[config.mk]
export PLATFORM = sky130hd
export DESIGN_NAME = oal_cell
export DESIGN_NICKNAME = d
export VERILOG_FILES = /design/src/hw/rtl/oal_pkg.sv /design/src/hw/rtl/oal_cell.sv
export SDC_FILE = /design/constraint.sdc
export NUM_CORES = 1
export LEC_CHECK = 0
export ABC_AREA = 1
export BUFFER_PORTS_ARGS = -buffer_cell sky130_fd_sc_hd__buf_2
export CORE_AREA = 2 2 237 239
export DETAILED_ROUTE_END_ITERATION = 8
export DIE_AREA = 0 0 239 241
export SYNTH_ARGS = -nofsm -noshare
export SYNTH_HDL_FRONTEND = slang
export SYNTH_SLANG_ARGS = --single-unit
[constraint.sdc]
create_clock -name clk -period 11.4 [get_ports clk]
set_clock_uncertainty 0.05 [all_clocks]
set_input_delay 0.57 -clock clk [delete_from_list [all_inputs] [get_ports clk]]
set_output_delay 0.57 -clock clk [all_outputs]
set_load 0.02 [all_outputs]
[src/hw/rtl/oal_pkg.sv]
package oal_pkg;

  // Widths of the request and result fields as they appear on the channels.
  localparam int CMD_BITS          = 3;
  localparam int POS_BITS          = 5;
  localparam int KEY_PORT_BITS     = 64;
  localparam int PAYLOAD_PORT_BITS = 32;
  localparam int STATUS_BITS       = 2;
  localparam int TOTAL_BITS        = 6;

  typedef enum logic [CMD_BITS-1:0] {
    CMD_INSERT = 3'd0,
    CMD_DELETE = 3'd1,
    CMD_READ   = 3'd2,
    CMD_UPDATE = 3'd3,
    CMD_FIND   = 3'd4,
    CMD_CLEAR  = 3'd5
  } cmd_t;

  typedef enum logic [STATUS_BITS-1:0] {
    STATUS_OK           = 2'd0,
    STATUS_FULL         = 2'd1,
    STATUS_BAD_POSITION = 2'd2,
    STATUS_NO_KEY       = 2'd3
  } status_t;

  // Operation broadcast to every cell of the chain at once.
  typedef enum logic [2:0] {
    CELL_HOLD,
    CELL_INSERT,
    CELL_DELETE,
    CELL_UPDATE,
    CELL_SEEK_KEY,
    CELL_SEEK_POS,
    CELL_DRAIN
  } cell_op_t;

  typedef enum logic {
    ST_IDLE,
    ST_SCAN
  } state_t;

endpackage

[src/hw/rtl/oal_cell.sv]
module oal_cell #(
  parameter int KEY_BITS  = 64,
  parameter int PAY_BITS  = 32,
  parameter int IW        = 5,
  parameter int CW        = 6
) (
  input  logic                 clk,
  input  logic                 rst,
  input  oal_pkg::cell_op_t    op,
  input  logic [IW-1:0]        cell_index,
  input  logic [CW-1:0]        count,
  input  logic [IW-1:0]        target,
  input  logic [KEY_BITS-1:0]  new_key,
  input  logic [PAY_BITS-1:0]  new_payload,
  input  logic [KEY_BITS-1:0]  lower_key,
  input  logic [PAY_BITS-1:0]  lower_payload,
  input  logic [KEY_BITS-1:0]  upper_key,
  input  logic [PAY_BITS-1:0]  upper_payload,
  input  logic                 upper_hit,
  input  logic [IW-1:0]        upper_index,
  input  logic [KEY_BITS-1:0]  upper_bus_key,
  input  logic [PAY_BITS-1:0]  upper_bus_payload,
  output logic [KEY_BITS-1:0]  key,
  output logic [PAY_BITS-1:0]  payload,
  output logic                 bus_hit,
  output logic [IW-1:0]        bus_index,
  output logic [KEY_BITS-1:0]  bus_key,
  output logic [PAY_BITS-1:0]  bus_payload
);
  import oal_pkg::*;

  logic occupied;

  assign occupied = CW'(cell_index) < count;

  // Stored entry: shifts with its neighbors on insert and delete; rewritten in place on update.
  always_ff @(posedge clk) begin
    case (op)
      CELL_INSERT: begin
        if (cell_index > target) begin
          key     <= lower_key;
          payload <= lower_payload;
        end else if (cell_index == target) begin
          key     <= new_key;
          payload <= new_payload;
        end
      end
      CELL_DELETE: begin
        if (cell_index >= target) begin
          key     <= upper_key;
          payload <= upper_payload;
        end
      end
      CELL_UPDATE: begin
        if (cell_index == target) begin
          key     <= new_key;
          payload <= new_payload;
        end
      end
      default: begin
      end
    endcase
  end

  // Result bus: loaded in parallel, then drained toward cell 0. A cell that
  // holds a hit keeps it, so the lowest hit is the one that reaches cell 0.
  always_ff @(posedge clk) begin
    if (rst) begin
      bus_hit <= 1'b0;
    end else begin
      case (op)
        CELL_SEEK_KEY: bus_hit <= occupied && (key == new_key);
        CELL_SEEK_POS: bus_hit <= occupied && (cell_index == target);
        CELL_DRAIN: begin
          if (!bus_hit) begin
            bus_hit <= upper_hit;
          end
        end
        default: begin
        end
      endcase
    end
  end

  always_ff @(posedge clk) begin
    case (op) inside
      CELL_SEEK_KEY, CELL_SEEK_POS: begin
        bus_index   <= cell_index;
        bus_key     <= key;
        bus_payload <= payload;
      end
      CELL_DRAIN: begin
        if (!bus_hit) begin
          bus_index   <= upper_index;
          bus_key     <= upper_bus_key;
          bus_payload <= upper_bus_payload;
        end
      end
      default: begin
      end
    endcase
  end

endmodule

# == Yosys cells after proc, flatten, opt, wreduce, memory -nomap -nowiden ==
# Index checks and enable logic that the tools add are counted.
# totals
inputBits,411
register_bits,198
out_inout_bits,198
word_cells,46
# classes
reduce_logical,8
mux,19
order_cmp,3
n_eq_ne,10
# op_table
cell,count
$mux W64,6
$mux W32,6
$pmux W64 S3,1
$pmux W32 S3,1
$eq A64 B64 Y1,1
$mux W5,3
$eq A3 B3 Y1 const B,3
$eq A3 B2 Y1 const B,2
$lt A5 B6 Y1,1
$reduce_bool A3 Y1,2
$eq A5 B5 Y1,1
$ge A5 B5 Y1,1
$gt A5 B5 Y1,1
$reduce_and A2 Y1,2
$eq A3 B1 Y1 const B,1
$pmux W1 S3,1
$logic_and A1 B1 Y1,2
$ne A2 B1 Y1 const B,1
$ne A2 B2 Y1 const B,1
$reduce_bool A2 Y1,1
$reduce_or A2 Y1,1
$mux W1,1

# == Logic depth before layout (Yosys ltp) ==
# logic_depth
depth_word,4
mapped_depth,12
depth_no_buf,12

# == Worst setup path before layout ==
# No wires, ideal clock.
# synth_timing
path_type,input -> register
from,input port target[4]
to,register key[0] (enable)
required_ps,10656
cell_stages,9
path_slack_ps,2126
path_buffers,1
arrival_ps,8530
setup_time_ps,694
path_cell_list,inv_1 ha_1 nand2_1 nor2_2 nand2_1 o211ai_2 buf_6 nor3_1 a211oi_1
# synth_between
elab_chain_len,3
# synth_rtl
element,line,source
"start, declared",oal_cell.sv:12,"input logic [IW-1:0] target,"
$ge A5 B5 Y1,oal_cell.sv:49,if (cell_index >= target) begin
$ne A2 B2 Y1 (no source line),-,
$reduce_and A2 Y1 (no source line),-,
"end signal, assigned",oal_cell.sv:44,key <= new_key;
"end signal, assigned",oal_cell.sv:50,key <= upper_key;
"end signal, assigned",oal_cell.sv:56,key <= new_key;
"end, declared",oal_cell.sv:23,"output logic [KEY_BITS-1:0] key,"
# Every way passes these cells.
# A chain may end at the register's enable or synchronous reset.

# == Worst setup path in the final report ==
# layout_timing
from,input port target[4]
to,register key[31] (enable)
# Same word-level chain as after synthesis.

==> results.cfg <==
[status]
status = complete, no violations

[timing]
setup_tns_ns = 0
slew_headroom_pct = 41.9
worst_pin_slew_ns = 0.872
setup_violations = 0
grt_setup_unrepaired = false
drv_slew = 0
period_needed_ns = 4.04
min_period_over_period_pct = 35.5
timing.final.ws_setup_ns = 7.36
max_freq_mhz = 247
hold_viol_final = 0

[cells_and_area]
n_fill_cell = 6070
final-seq-area_sq_um = 5940
syn_to_final_growth_pct = 37.1
multi_input_area_sq_um = 4740
nNetsFinal = 2391
layout-drive-gt1-share_pct = 35.0

[yosys]
synth_area_leaders = edfxtp_1 (51%), nand2_1 (16%), o21ai_0 (7.5%)
ys_seq_elements = 198
synth_cell_type_count = 27
yosysMostFrequentCell = nand2_1
netlist.area_leader.share_pct = 51.1
synthesis.area_sq_um = 11600
syn_avg_cell_area_sq_um = 8.20
synth_nets = 1833
yosys_warnings = 0
async_reset_ff_share_pct = 0
synth_ff_type = edfxtp_1
synth_edf_count = 197
yosysTopAreaCell = edfxtp_1
synth_top_cells_by_count = nand2_1 (504), edfxtp_1 (197), o21ai_0 (174)
synth-seq-area-share_pct = 51.2
netlist_instances = 1413

[placement]
routabilityCongestion = 0.872
dp_worst_setup_slack_ns = 6.79
hpwl_um = 37200
portBuffers = 608

[die]
die_h_um = 241
dieArea_sq_um = 57600
die-width_um = 239
start_util_pct = 21.1
ios = 609
core_area_sq_um = 54900
num_rows = 86

[route]
drc = 0
wl_per_cell_um = 18.0
vias_per_cell = 4.43
drt_iter0_drc = 682
ant_nets = 0
vias = 11936
drt_pre_antenna_iters = 5
routed_wl_um = 48600

[cts]
h-tree-depth = 4
holdBufCountCts = 0
cts_setup_buffers = 0
post_cts_resized = 0
clk_pin_slew_ns = 0.07
cts_tree = done
clk_latency_ns = 0.49
cts_root_buf = clkbuf_16
clkSinkCount = 198
clockBufferDepth = 2
cts_made_buffers = 17

[worst_setup_path]
reg2reg_from = bus_hit
critPathTopFamily = buffers and inverters
crit_required_ns = 11.46
cpPeakStageDelay_ns = 0.67
critPathMostFrequentCell = buf_4
critPathCaptureType = flip-flop
worstPathCellList = buf_2, inv_1, ha_1, nand2_1, nor2_2, nand2_8, inv_2, nor3_1, a211oi_4, buf_4, buf_4
path_buf_inv = 5
startpoint = target[4]
cp_max_fo = 95
worstSetupPathType = in -> reg
crit_path_start_kind = primary input
cp.arrival_ns = 4.10
cp_slowest_cell = buf_4

[global_route]
antenna_found_initial = 8
grt_pass1_vias = 11278
grt_usage_pct = 16.2
gr-total-overflow = 0
grt_max_degree = 96
grt_pass1_wl_um = 68800

[power]
p_clk_share_pct = 29.5
p_leak_uw = 0.00769
switching_share_pct = 34.3
power.internal_uw = 1370
ir_drop_v = 0.000104
p_per_area_nw_per_um2 = 132
combinationalPowerShare_pct = 26.0
switching_power_uw = 719
power_frac_seq_pct = 44.5

[job]
cap_violations = 0

[hold_path]
min_path_type = in -> reg
hp-start = rst
[final cells by class]
type	count	share of cell area [%]
inverters	158	3.76
clock inverters	14	0.906
repair buffers	622	19.8
flip-flops and latches	198	37.4
diodes	4	0.0630
clock buffers	18	2.70
well taps	704	5.54
multi-input cells	974	29.8
[registers in the layout (all words and copies together), names as in the netlist]
name	count
bus_key	64
key	64
bus_payload	32
payload	32
bus_index	5
bus_hit	1
[worst register-to-register path, stage by stage (launching register included)]
cell	delay, ns
dfxtp_1	0.33
nor2_1	0.10
nor2_1	0.07
inv_4	0.53
buf_4	0.70
[kinds of logic after synthesis]
group           Yosys count  synth area share [%]
simple gates            677                  23.2
compound gates          278                  15.6
xor+xnor                 10                 0.756
buf+inv                 241                  8.24
flops                   198                  51.2
fa+ha+maj                 9                 0.972
[path summary, 6_finish.rpt]
kind	endpoint	slack [ns]	cells after the start
worst max-delay path	key[31]	7.36	11
worst min-delay path	bus_hit	0.20	2
worst max register to register	bus_key[43]	9.12	4
worst min register to register	bus_payload[22]	0.55	2
[stage by stage]
stage | util, % | instances | power [uW] | hold WS [ns] | cell area (sq um)
global placement | 27.9 | 2656 | 1490 | 0.540 | 15300
detailed placement | 27.9 | 2656 | 1500 | 0.532 | 15300
finish | 28.9 | 2692 | 2090 | 0.196 | 15900
CTS | 28.9 | 2688 | 2120 | 0.139 | 15900
floorplan | - | 1413 | 1270 | 0.586 | 11600
global route | 28.9 | 2691 | 2200 | 0.179 | 15900
[per-layer routing]
metal  GRT usage (%)  vias to the layer above  share of wire (%)
met4            7.10                        4                3.0
met1            19.4                     5465                 40
met2            27.2                      555                 48
met5               0                        -              0.049
li1                -                     5848                  -
met3            4.62                       64                8.3
[cell usage in the layout, fill, tap and decap left out, types with 9 or more instances in the layout]
cell | netlist | routed
buf_2 | 13 | 608
edfxtp_1 | 197 | 197
xor2_1 | 10 | 10
ha_1 | 9 | 9
o311ai_1 | 10 | 10
nor2_1 | 68 | 68
o211ai_1 | 56 | 56
nand3_1 | 99 | 99
o21ai_0 | 174 | 174
clkbuf_16 | 0 | 17
buf_4 | 5 | 14
o211ai_2 | 31 | 30
inv_1 | 156 | 155
nand2_1 | 504 | 503
[power groups by stage]
stage	Combinational (uW)	Clock [uW]	Sequential (uW)
after CTS	549	642	933
final	544	618	933
after floorplan	237	0	1030
after detailed placement	548	0	948
after global routing	601	663	940
after global placement	542	0	948
(Power assumes the default switching activity.)
